==> src/rau_pkg.sv <==
// ----------------------------------------------------------------------------
// Rational arithmetic unit package
// Shared codes, result field widths and the controller/datapath command and
// status types.
// ----------------------------------------------------------------------------
`default_nettype none

package rau_pkg;

  // Result field widths.
  localparam int RES_NUM_W = 32;
  localparam int RES_DEN_W = 30;

  // Operation codes.
  localparam logic [1:0] ACT_ADD = 2'd0;
  localparam logic [1:0] ACT_SUB = 2'd1;
  localparam logic [1:0] ACT_MUL = 2'd2;
  localparam logic [1:0] ACT_DIV = 2'd3;

  // Order codes for a against b.
  localparam logic [1:0] ORD_LT = 2'd0;
  localparam logic [1:0] ORD_EQ = 2'd1;
  localparam logic [1:0] ORD_GT = 2'd2;

  // Product selects for the shared multiplier.
  localparam logic [1:0] MUL_P1 = 2'd0;
  localparam logic [1:0] MUL_P2 = 2'd1;
  localparam logic [1:0] MUL_P3 = 2'd2;
  localparam logic [1:0] MUL_P4 = 2'd3;

  // Commands from the controller to the datapath.
  typedef struct packed {
    logic       load;
    logic       mul_en;
    logic [1:0] mul_sel;
    logic       form;
    logic       mag;
    logic       gcd_step;
    logic       div_init;
    logic       div_step;
    logic       out_load;
  } rau_cmd_t;

  // Status from the datapath to the controller.
  typedef struct packed {
    logic n_zero;
    logic gcd_done;
    logic div_last;
  } rau_sts_t;

endpackage

`default_nettype wire

==> src/rau_in_if.sv <==
// ----------------------------------------------------------------------------
// Rational arithmetic unit input channel
// Valid/ready channel carrying the action and the two operand fractions.
// ----------------------------------------------------------------------------
`default_nettype none

interface rau_in_if #(
  parameter int OPERAND_WIDTH = 16
) ();
  logic                       valid;
  logic                       ready;
  logic [1:0]                 action;
  logic signed [OPERAND_WIDTH-1:0] a_num;
  logic [OPERAND_WIDTH-2:0]   a_den;
  logic signed [OPERAND_WIDTH-1:0] b_num;
  logic [OPERAND_WIDTH-2:0]   b_den;

  modport source (output valid, action, a_num, a_den, b_num, b_den, input ready);
  modport sink   (input valid, action, a_num, a_den, b_num, b_den, output ready);
endinterface

`default_nettype wire

==> src/rau_out_if.sv <==
// ----------------------------------------------------------------------------
// Rational arithmetic unit result channel
// Valid/ready channel carrying the reduced fraction, the error flag and order.
// ----------------------------------------------------------------------------
`default_nettype none

interface rau_out_if import rau_pkg::*; ();
  logic                        valid;
  logic                        ready;
  logic signed [RES_NUM_W-1:0] res_num;
  logic [RES_DEN_W-1:0]        res_den;
  logic                        div_zero;
  logic [1:0]                  order;

  modport source (output valid, res_num, res_den, div_zero, order, input ready);
  modport sink   (input valid, res_num, res_den, div_zero, order, output ready);
endinterface

`default_nettype wire

==> src/rational_arithmetic_unit_core.sv <==
// ----------------------------------------------------------------------------
// Rational arithmetic unit core
// Adds, subtracts, multiplies or divides two fractions and returns the result
// in lowest terms with a positive denominator, plus the order of a against b.
// ----------------------------------------------------------------------------
//
//   Channel   Dir   Payload                                   Handshake
//   in_ch     in    action, a_num, a_den, b_num, b_den        valid/ready
//   out_ch    out   res_num, res_den, div_zero, order         valid/ready
//
// One word at a time. An accepted word passes through the four multiplies,
// forming, magnitude, the binary GCD loop and the bit-serial divider to the
// result register; a zero result skips GCD and divide.
// Reset (synchronous, active low) empties the result register and idles.
// A new word is taken while a finished result waits; a stalled sink holds
// the next result in the controller's final state.
// ----------------------------------------------------------------------------
`default_nettype none

module rational_arithmetic_unit_core import rau_pkg::*; #(
  parameter int OPERAND_WIDTH = 16
) (
  input  wire logic clk,
  input  wire logic rst_n,
  rau_in_if.sink    in_ch,
  rau_out_if.source out_ch
);

  rau_cmd_t cmd;
  rau_sts_t sts;
  logic     in_ready;
  logic     out_valid;

  // Sequencing and handshakes.
  rau_ctrl u_ctrl (
    .clk       (clk),
    .rst_n     (rst_n),
    .in_valid  (in_ch.valid),
    .in_ready  (in_ready),
    .out_valid (out_valid),
    .out_ready (out_ch.ready),
    .sts       (sts),
    .cmd       (cmd)
  );

  // Arithmetic and reduction.
  rau_datapath #(
    .OPERAND_WIDTH (OPERAND_WIDTH)
  ) u_datapath (
    .clk          (clk),
    .cmd          (cmd),
    .sts          (sts),
    .in_action    (in_ch.action),
    .in_a_num     (in_ch.a_num),
    .in_a_den     (in_ch.a_den),
    .in_b_num     (in_ch.b_num),
    .in_b_den     (in_ch.b_den),
    .out_res_num  (out_ch.res_num),
    .out_res_den  (out_ch.res_den),
    .out_div_zero (out_ch.div_zero),
    .out_order    (out_ch.order)
  );

  assign in_ch.ready  = in_ready;
  assign out_ch.valid = out_valid;

endmodule

`default_nettype wire

==> src/rau_ctrl.sv <==
// ----------------------------------------------------------------------------
// Rational arithmetic unit controller
// Sequences one word through multiply, form, magnitude, GCD and divide steps
// and owns the handshakes of both channels.
// ----------------------------------------------------------------------------
`default_nettype none

module rau_ctrl import rau_pkg::*; (
  input  wire logic     clk,
  input  wire logic     rst_n,
  input  wire logic     in_valid,
  output logic          in_ready,
  output logic          out_valid,
  input  wire logic     out_ready,
  input  wire rau_sts_t sts,
  output rau_cmd_t      cmd
);

  localparam logic [3:0] ST_IDLE = 4'd0;
  localparam logic [3:0] ST_MUL1 = 4'd1;
  localparam logic [3:0] ST_MUL2 = 4'd2;
  localparam logic [3:0] ST_MUL3 = 4'd3;
  localparam logic [3:0] ST_FORM = 4'd4;
  localparam logic [3:0] ST_MAG  = 4'd5;
  localparam logic [3:0] ST_GCD  = 4'd6;
  localparam logic [3:0] ST_DIV  = 4'd7;
  localparam logic [3:0] ST_DONE = 4'd8;
  localparam logic [3:0] ST_MUL4 = 4'd9;

  logic [3:0] state_r, state_nxt;
  logic       out_valid_r, out_valid_nxt;

  // Next state and command decode.
  always_comb begin
    state_nxt = state_r;
    cmd       = '0;
    cmd.mul_sel = MUL_P1;
    case (state_r)
      ST_IDLE: begin
        if (in_valid) begin
          cmd.load  = 1'b1;
          state_nxt = ST_MUL1;
        end
      end
      ST_MUL1: begin
        cmd.mul_en  = 1'b1;
        cmd.mul_sel = MUL_P1;
        state_nxt   = ST_MUL2;
      end
      ST_MUL2: begin
        cmd.mul_en  = 1'b1;
        cmd.mul_sel = MUL_P2;
        state_nxt   = ST_MUL3;
      end
      ST_MUL3: begin
        cmd.mul_en  = 1'b1;
        cmd.mul_sel = MUL_P3;
        state_nxt   = ST_MUL4;
      end
      ST_MUL4: begin
        cmd.mul_en  = 1'b1;
        cmd.mul_sel = MUL_P4;
        state_nxt   = ST_FORM;
      end
      ST_FORM: begin
        cmd.form  = 1'b1;
        state_nxt = ST_MAG;
      end
      ST_MAG: begin
        cmd.mag   = 1'b1;
        state_nxt = sts.n_zero ? ST_DONE : ST_GCD;
      end
      ST_GCD: begin
        if (sts.gcd_done) begin
          cmd.div_init = 1'b1;
          state_nxt    = ST_DIV;
        end else begin
          cmd.gcd_step = 1'b1;
        end
      end
      ST_DIV: begin
        cmd.div_step = 1'b1;
        if (sts.div_last) begin
          state_nxt = ST_DONE;
        end
      end
      ST_DONE: begin
        if (!out_valid_r || out_ready) begin
          cmd.out_load = 1'b1;
          state_nxt    = ST_IDLE;
        end
      end
      default: begin
        state_nxt = ST_IDLE;
      end
    endcase
  end

  // The result register stays full until the sink takes it.
  assign out_valid_nxt = cmd.out_load | (out_valid_r & ~out_ready);

  always_ff @(posedge clk) begin
    if (!rst_n) begin
      state_r     <= ST_IDLE;
      out_valid_r <= 1'b0;
    end else begin
      state_r     <= state_nxt;
      out_valid_r <= out_valid_nxt;
    end
  end

  assign in_ready  = (state_r == ST_IDLE);
  assign out_valid = out_valid_r;

endmodule

`default_nettype wire

==> src/rau_datapath.sv <==
// ----------------------------------------------------------------------------
// Rational arithmetic unit datapath
// Shared multiplier, numerator/denominator forming, binary GCD and a dual
// restoring divider that reduces the fraction by the GCD.
// ----------------------------------------------------------------------------
`default_nettype none

module rau_datapath import rau_pkg::*; #(
  parameter int OPERAND_WIDTH = 16
) (
  input  wire logic                             clk,
  input  wire rau_cmd_t                         cmd,
  output rau_sts_t                              sts,
  input  wire logic [1:0]                       in_action,
  input  wire logic signed [OPERAND_WIDTH-1:0]  in_a_num,
  input  wire logic [OPERAND_WIDTH-2:0]         in_a_den,
  input  wire logic signed [OPERAND_WIDTH-1:0]  in_b_num,
  input  wire logic [OPERAND_WIDTH-2:0]         in_b_den,
  output logic signed [RES_NUM_W-1:0]           out_res_num,
  output logic [RES_DEN_W-1:0]                  out_res_den,
  output logic                                  out_div_zero,
  output logic [1:0]                            out_order
);

  localparam int W  = OPERAND_WIDTH;
  localparam int NW = 2 * W;
  localparam int CW = $clog2(NW);
  localparam int XW = (NW > RES_NUM_W) ? NW : RES_NUM_W;
  localparam int XD = (NW > RES_DEN_W) ? NW : RES_DEN_W;

  // Operand registers.
  logic [1:0]          act_r;
  logic signed [W-1:0] an_r, bn_r;
  logic [W-2:0]        ad_r, bd_r;

  // Products, formed fraction and flags.
  logic signed [NW-1:0] p1_r, p2_r, p3_r, p4_r;
  logic signed [NW-1:0] n_r, d_r;
  logic                 dz_r, neg_r;
  logic [1:0]           ord_r;

  // GCD and divider registers.
  logic [NW-1:0] x_r, y_r, qn_r, qd_r, remn_r, remd_r;
  logic [CW-1:0] cnt_r;

  // Result registers.
  logic signed [RES_NUM_W-1:0] res_num_r;
  logic [RES_DEN_W-1:0]        res_den_r;
  logic                        res_dz_r;
  logic [1:0]                  res_ord_r;

  // Capture the operands; a zero denominator counts as one.
  always_ff @(posedge clk) begin
    if (cmd.load) begin
      act_r <= in_action;
      an_r  <= in_a_num;
      bn_r  <= in_b_num;
      ad_r  <= (in_a_den == '0) ? (W-1)'(1) : in_a_den;
      bd_r  <= (in_b_den == '0) ? (W-1)'(1) : in_b_den;
    end
  end

  // Shared signed multiplier, one product per cycle. The third product is
  // the numerator product and the fourth the denominator product.
  logic signed [W-1:0]  opa, opb;
  logic signed [NW-1:0] prod;

  always_comb begin
    case (cmd.mul_sel)
      MUL_P1: begin
        opa = an_r;
        opb = $signed({1'b0, bd_r});
      end
      MUL_P2: begin
        opa = bn_r;
        opb = $signed({1'b0, ad_r});
      end
      MUL_P3: begin
        opa = an_r;
        opb = bn_r;
      end
      default: begin
        opa = $signed({1'b0, ad_r});
        opb = $signed({1'b0, bd_r});
      end
    endcase
    prod = opa * opb;
  end

  always_ff @(posedge clk) begin
    if (cmd.mul_en) begin
      case (cmd.mul_sel)
        MUL_P1:  p1_r <= prod;
        MUL_P2:  p2_r <= prod;
        MUL_P3:  p3_r <= prod;
        default: p4_r <= prod;
      endcase
    end
  end

  // Form the unreduced numerator and denominator and the order of a and b.
  logic signed [NW-1:0] diff, sum, n_form, d_form;
  logic                 dz_form;
  logic [1:0]           ord_form;

  always_comb begin
    diff    = p1_r - p2_r;
    sum     = p1_r + p2_r;
    dz_form = (act_r == ACT_DIV) && (bn_r == '0);
    case (act_r)
      ACT_ADD: begin
        n_form = sum;
        d_form = p4_r;
      end
      ACT_SUB: begin
        n_form = diff;
        d_form = p4_r;
      end
      ACT_MUL: begin
        n_form = p3_r;
        d_form = p4_r;
      end
      default: begin
        n_form = dz_form ? '0 : p1_r;
        d_form = dz_form ? NW'(1) : p2_r;
      end
    endcase
    if (diff[NW-1]) begin
      ord_form = ORD_LT;
    end else if (diff == '0) begin
      ord_form = ORD_EQ;
    end else begin
      ord_form = ORD_GT;
    end
  end

  always_ff @(posedge clk) begin
    if (cmd.form) begin
      n_r   <= n_form;
      d_r   <= d_form;
      dz_r  <= dz_form;
      ord_r <= ord_form;
    end
  end

  // Magnitudes and result sign.
  logic [NW-1:0] nm, dm;
  logic          n_zero;

  assign n_zero = (n_r == '0);
  assign nm     = n_r[NW-1] ? (~n_r + 1'b1) : n_r;
  assign dm     = d_r[NW-1] ? (~d_r + 1'b1) : d_r;

  // Binary GCD step terms.
  logic [NW:0]   xy_sub;
  logic [NW-1:0] yx_sub;

  assign xy_sub = {1'b0, x_r} - {1'b0, y_r};
  assign yx_sub = y_r - x_r;

  // Divider step terms: both quotients share the odd GCD part as divisor.
  logic [NW:0] tn, td;
  logic        qbit_n, qbit_d;

  assign tn     = {remn_r, qn_r[NW-1]};
  assign td     = {remd_r, qd_r[NW-1]};
  assign qbit_n = (tn >= {1'b0, x_r});
  assign qbit_d = (td >= {1'b0, x_r});

  // GCD and divide registers. Common factors of two are stripped from the
  // dividends during the GCD, so the divisor is the remaining odd part.
  always_ff @(posedge clk) begin
    if (cmd.mag) begin
      neg_r <= (n_r[NW-1] != d_r[NW-1]) && !n_zero;
      x_r   <= nm;
      y_r   <= dm;
      if (n_zero) begin
        qn_r <= '0;
        qd_r <= NW'(1);
      end else begin
        qn_r <= nm;
        qd_r <= dm;
      end
    end else if (cmd.gcd_step) begin
      if (!x_r[0] && !y_r[0]) begin
        x_r  <= x_r >> 1;
        y_r  <= y_r >> 1;
        qn_r <= qn_r >> 1;
        qd_r <= qd_r >> 1;
      end else if (!x_r[0]) begin
        x_r <= x_r >> 1;
      end else if (!y_r[0]) begin
        y_r <= y_r >> 1;
      end else if (!xy_sub[NW]) begin
        x_r <= xy_sub[NW-1:0];
      end else begin
        y_r <= yx_sub;
      end
    end else if (cmd.div_init) begin
      remn_r <= '0;
      remd_r <= '0;
      cnt_r  <= '0;
    end else if (cmd.div_step) begin
      remn_r <= qbit_n ? NW'(tn - {1'b0, x_r}) : tn[NW-1:0];
      remd_r <= qbit_d ? NW'(td - {1'b0, x_r}) : td[NW-1:0];
      qn_r   <= {qn_r[NW-2:0], qbit_n};
      qd_r   <= {qd_r[NW-2:0], qbit_d};
      cnt_r  <= cnt_r + 1'b1;
    end
  end

  // Signed result, sized to the output fields.
  logic [NW-1:0] rn;
  logic [XW-1:0] rn_ext;
  logic [XD-1:0] rd_ext;

  assign rn     = neg_r ? (~qn_r + 1'b1) : qn_r;
  assign rn_ext = XW'($signed(rn));
  assign rd_ext = XD'(qd_r);

  always_ff @(posedge clk) begin
    if (cmd.out_load) begin
      res_num_r <= $signed(rn_ext[RES_NUM_W-1:0]);
      res_den_r <= rd_ext[RES_DEN_W-1:0];
      res_dz_r  <= dz_r;
      res_ord_r <= ord_r;
    end
  end

  assign sts.n_zero   = n_zero;
  assign sts.gcd_done = (x_r == y_r);
  assign sts.div_last = (cnt_r == CW'(NW - 1));

  assign out_res_num  = res_num_r;
  assign out_res_den  = res_den_r;
  assign out_div_zero = res_dz_r;
  assign out_order    = res_ord_r;

endmodule

`default_nettype wire
==> src/flat_wrapper.sv <==
// flat-port wrapper written by rule: the top's interface ports become plain ports
module rational_arithmetic_unit_core_flat import rau_pkg::*;
#(
  parameter int OPERAND_WIDTH = 16
)
  (clk, rst_n, in_ch_valid, in_ch_action, in_ch_a_num, in_ch_a_den, in_ch_b_num, in_ch_b_den, in_ch_ready, out_ch_valid, out_ch_res_num, out_ch_res_den, out_ch_div_zero, out_ch_order, out_ch_ready);
  rau_in_if #(.OPERAND_WIDTH(OPERAND_WIDTH)) in_ch_i ();
  rau_out_if out_ch_i ();
  input  wire logic clk;
  input  wire logic rst_n;
  input wire logic [$bits(in_ch_i.valid)-1:0] in_ch_valid;
  input wire logic [$bits(in_ch_i.action)-1:0] in_ch_action;
  input wire logic [$bits(in_ch_i.a_num)-1:0] in_ch_a_num;
  input wire logic [$bits(in_ch_i.a_den)-1:0] in_ch_a_den;
  input wire logic [$bits(in_ch_i.b_num)-1:0] in_ch_b_num;
  input wire logic [$bits(in_ch_i.b_den)-1:0] in_ch_b_den;
  output wire logic [$bits(in_ch_i.ready)-1:0] in_ch_ready;
  output wire logic [$bits(out_ch_i.valid)-1:0] out_ch_valid;
  output wire logic [$bits(out_ch_i.res_num)-1:0] out_ch_res_num;
  output wire logic [$bits(out_ch_i.res_den)-1:0] out_ch_res_den;
  output wire logic [$bits(out_ch_i.div_zero)-1:0] out_ch_div_zero;
  output wire logic [$bits(out_ch_i.order)-1:0] out_ch_order;
  input wire logic [$bits(out_ch_i.ready)-1:0] out_ch_ready;
  assign in_ch_i.valid = in_ch_valid;
  assign in_ch_i.action = in_ch_action;
  assign in_ch_i.a_num = in_ch_a_num;
  assign in_ch_i.a_den = in_ch_a_den;
  assign in_ch_i.b_num = in_ch_b_num;
  assign in_ch_i.b_den = in_ch_b_den;
  assign in_ch_ready = in_ch_i.ready;
  assign out_ch_valid = out_ch_i.valid;
  assign out_ch_res_num = out_ch_i.res_num;
  assign out_ch_res_den = out_ch_i.res_den;
  assign out_ch_div_zero = out_ch_i.div_zero;
  assign out_ch_order = out_ch_i.order;
  assign out_ch_i.ready = out_ch_ready;
  rational_arithmetic_unit_core #(.OPERAND_WIDTH(OPERAND_WIDTH)) u_core (.clk(clk), .rst_n(rst_n), .in_ch(in_ch_i), .out_ch(out_ch_i));
endmodule
==> config.mk <==
export PLATFORM = sky130hd
export DESIGN_NAME = rational_arithmetic_unit_core_flat
export DESIGN_NICKNAME = d
export VERILOG_FILES = /design/src/rau_pkg.sv /design/src/rau_in_if.sv /design/src/rau_out_if.sv /design/src/rational_arithmetic_unit_core.sv /design/src/rau_ctrl.sv /design/src/rau_datapath.sv /design/src/flat_wrapper.sv
export SDC_FILE = /design/constraint.sdc
export NUM_CORES = 2
export LEC_CHECK = 0
export CAP_MARGIN = 15
export CORE_ASPECT_RATIO = 0.5
export CORE_MARGIN = 1.5
export CORE_UTILIZATION = 69
export DETAILED_ROUTE_END_ITERATION = 7
export DONT_BUFFER_PORTS = 1
export GPL_TIMING_DRIVEN = 0
export MAX_ROUTING_LAYER = met4
export PLACE_DENSITY = 0.85
export REMOVE_ABC_BUFFERS = 1
export SLEW_MARGIN = 20
export SYNTH_ARGS = -nofsm -noshare
export SYNTH_HDL_FRONTEND = slang
export SYNTH_SLANG_ARGS = --single-unit
==> constraint.sdc <==
create_clock -name clk -period 24 [get_ports clk]
set_clock_uncertainty 0.05 [all_clocks]
set_input_delay 6 -clock clk [delete_from_list [all_inputs] [get_ports clk]]
set_output_delay 6 -clock clk [all_outputs]
set_load 0.01 [all_outputs]
==> metrics.txt <==
Hold Startpoint u_core.u_datapath.ord_r[1]; Antenna diodes 0; Netlist Area Pre-Place about 0.044 mm^2; RSZ-0062 raised after global routing no; top cell type by total area after synthesis edfxtp_1; setup violators final 0; Clock transition at path regs ~0.06 ns; worst slew pin tran 1.18 ns; hold violation total from the final report 0; Yosys cell types 80; total core area 0.0617 mm^2; synthesized flop and latch total 527; clock buffer depth 3; root buffer cell clkbuf_16; Critical Path Start u_core.u_ctrl.state_r[1]; global-route wire length before repair 188000 um; DRT Wirelength 121000 um; Slew headroom 0.214; hold depth 0; register area share after synthesis 0.363; die height 181 um; DRC 0; CP max FO 32; RR Endpoint u_core.u_datapath.p2_r[30]; type of the tightest min-delay check flop to flop; PostCTS Resize Cnt 0; setup repair bufs after CTS 0; clock sink count 527; Routed WL per cell approximately 23 um; min cycle time layout roughly 10 ns; Crit path required time 24.34 ns; Fillers 4168; DR vias/cell ~6.6; Ys Warns 0; Synth async-reset ratio 0; outcome completed; fmax 95.4 MHz; syn_area_per_cell between 9 and 10 um^2; cts hold-fix bufs 0; Die ar. 0.0647 mm^2; initial antenna violation count 0; row cnt 64; worst skew pair latency 0.63 ns; io pins roughly 140; DP HPWL 92100 um; clock tree from TritonCTS yes; FF+latch area around 0.016 mm^2; Multi-input gate area 0.0253 mm^2; fin crit share 0.437; post-synth top area share 0.360; critical path type flop to flop; Die Wd 358 um; max cap viols 0; R2R cell count 27; Port Buffers 0; 1st-iter DRT viols approximately 4200; layout cells sized above 1 0.0471; area of placed instances 0.0446 mm^2; routed via count 34800; final core occ 0.749; Slew Viols, Final 0; Post-synth EDFFs 522; Sum Neg Setup Slack 0 ns; Setup WS pre-CTS between 10 and 15 ns; H-tree Lvls 2; DR pass1 iterations 8; worst r2r src u_core.u_ctrl.state_r[1]; crit end category flop; Critical Path AT 10.83 ns; layout net count 4999; Final Instance Area roughly 0.046 mm^2; startpoint types flop; reg-to-reg setup timing slack 13.51 ns; Hold Path Sink u_core.u_datapath.out_order[1]; initial core utilization 0.705; largest net degree at the start of global routing 76; vias in the first global route 34200; largest cells by area after synthesis edfxtp_1, fa_1, ha_1; post-route ant nets 0; Synth top cells by count edfxtp_1, inv_1, nor2_1; TritonCTS Buffers 48; gpl congestion 1.00; Syn Inst Count roughly 4500; Layout Area Growth over Synthesis 6.28%; count leader, synth edfxtp_1; gr usage total 0.384; Main synth FF type edfxtp_1; Final WS setup 13.51 ns; global route total overflow 0
area by class of cell:
class | instances | share of cell area
Clock inverter | 22 | 0.00528
Multi-Input combinational cell | 3272 | 0.546
Inverter | 467 | 0.0380
Sequential cell | 527 | 0.341
Tap cell | 825 | 0.0223
Clock buffer | 65 | 0.0283
Timing Repair Buffer | 66 | 0.0185
per-stage QoR:
step	cells	hold slack (ns)
2_1_floorplan	4266	0.350
3_3_place_gp	5091	0.356
3_5_place_dp	5155	0.377
4_1_cts	5242	0.372
5_1_grt	5244	0.370
6_report	5244	0.357
cells in the final DEF (no fill, tap or decap), drive strengths merged, types with 26 or more instances in the layout:
master,Yosys,layout
a22oi,35,35
nand4,26,26
nor4,37,37
and3,41,41
a21oi,291,291
a31oi,59,59
a21o,100,100
inv,464,466
mux2i,94,94
xor2,76,76
o21ai,193,193
nand2,419,419
ha,281,281
nor3,68,68
nor2,447,447
nand3,44,44
fa,268,268
buf,29,66
clkbuf,206,65
a221oi,46,46
nand2b,42,42
a211oi,27,27
nor2b,27,27
o21a,48,48
o21bai,34,34
o31ai,83,83
xnor2,204,204
o22ai,32,32
edfxtp,522,522
critical path: stages (launching register included):
cell	delay [ns]
dfxtp_1	0.51
clkinv_1	0.35
or3_1	0.40
a21o_1	0.53
inv_1	0.24
ha_2	0.67
a22oi_1	0.23
o21ai_1	0.95
nand2_1	0.23
fa_1	0.59
inv_1	0.06
fa_1	0.50
fa_1	0.62
fa_1	0.45
fa_1	0.49
inv_1	0.05
fa_1	0.47
inv_1	0.04
ha_1	0.35
and3_1	0.28
a31oi_1	0.22
nand2_1	0.09
a41oi_1	0.52
o21ai_0	0.39
a211oi_1	0.40
o21bai_1	0.12
a21oi_1	0.18
xnor2_1	0.22
cells by family (layout without fill, tap and decap cells):
group,after synthesis,count (layout),share of synthesized area
simple gates,1265,1265,0.131
fa+ha+maj,549,549,0.204
flops,527,527,0.363
compound gates,1081,1081,0.162
xor+xnor,280,280,0.0564
buf+inv,702,620,0.0607
mux,97,97,0.0229
worst max-delay path by stage:
stage	endpoint	slack [ns]
after floorplan	u_core.u_datapath.out_div_zero	12.92
after global placement	u_core.u_datapath.cnt_r[4]	9.20
after detailed placement	u_core.u_datapath.p2_r[30]	13.43
after global routing	u_core.u_datapath.p1_r[30]	13.16
after CTS	u_core.u_datapath.p3_r[30]	13.32
final	u_core.u_datapath.p2_r[30]	13.51
metal layers:
metal	up-vias	part of all wire	track usage
met1	16900	0.40	0.506
li1	15600	-	-
met2	1945	0.47	0.607
met3	343	0.091	0.0584
met4	0	0.039	0.142
met5	-	0	-
Power is not shown: default switching activity piles up to over one toggle a cycle in this logic, so the estimate is an artifact.
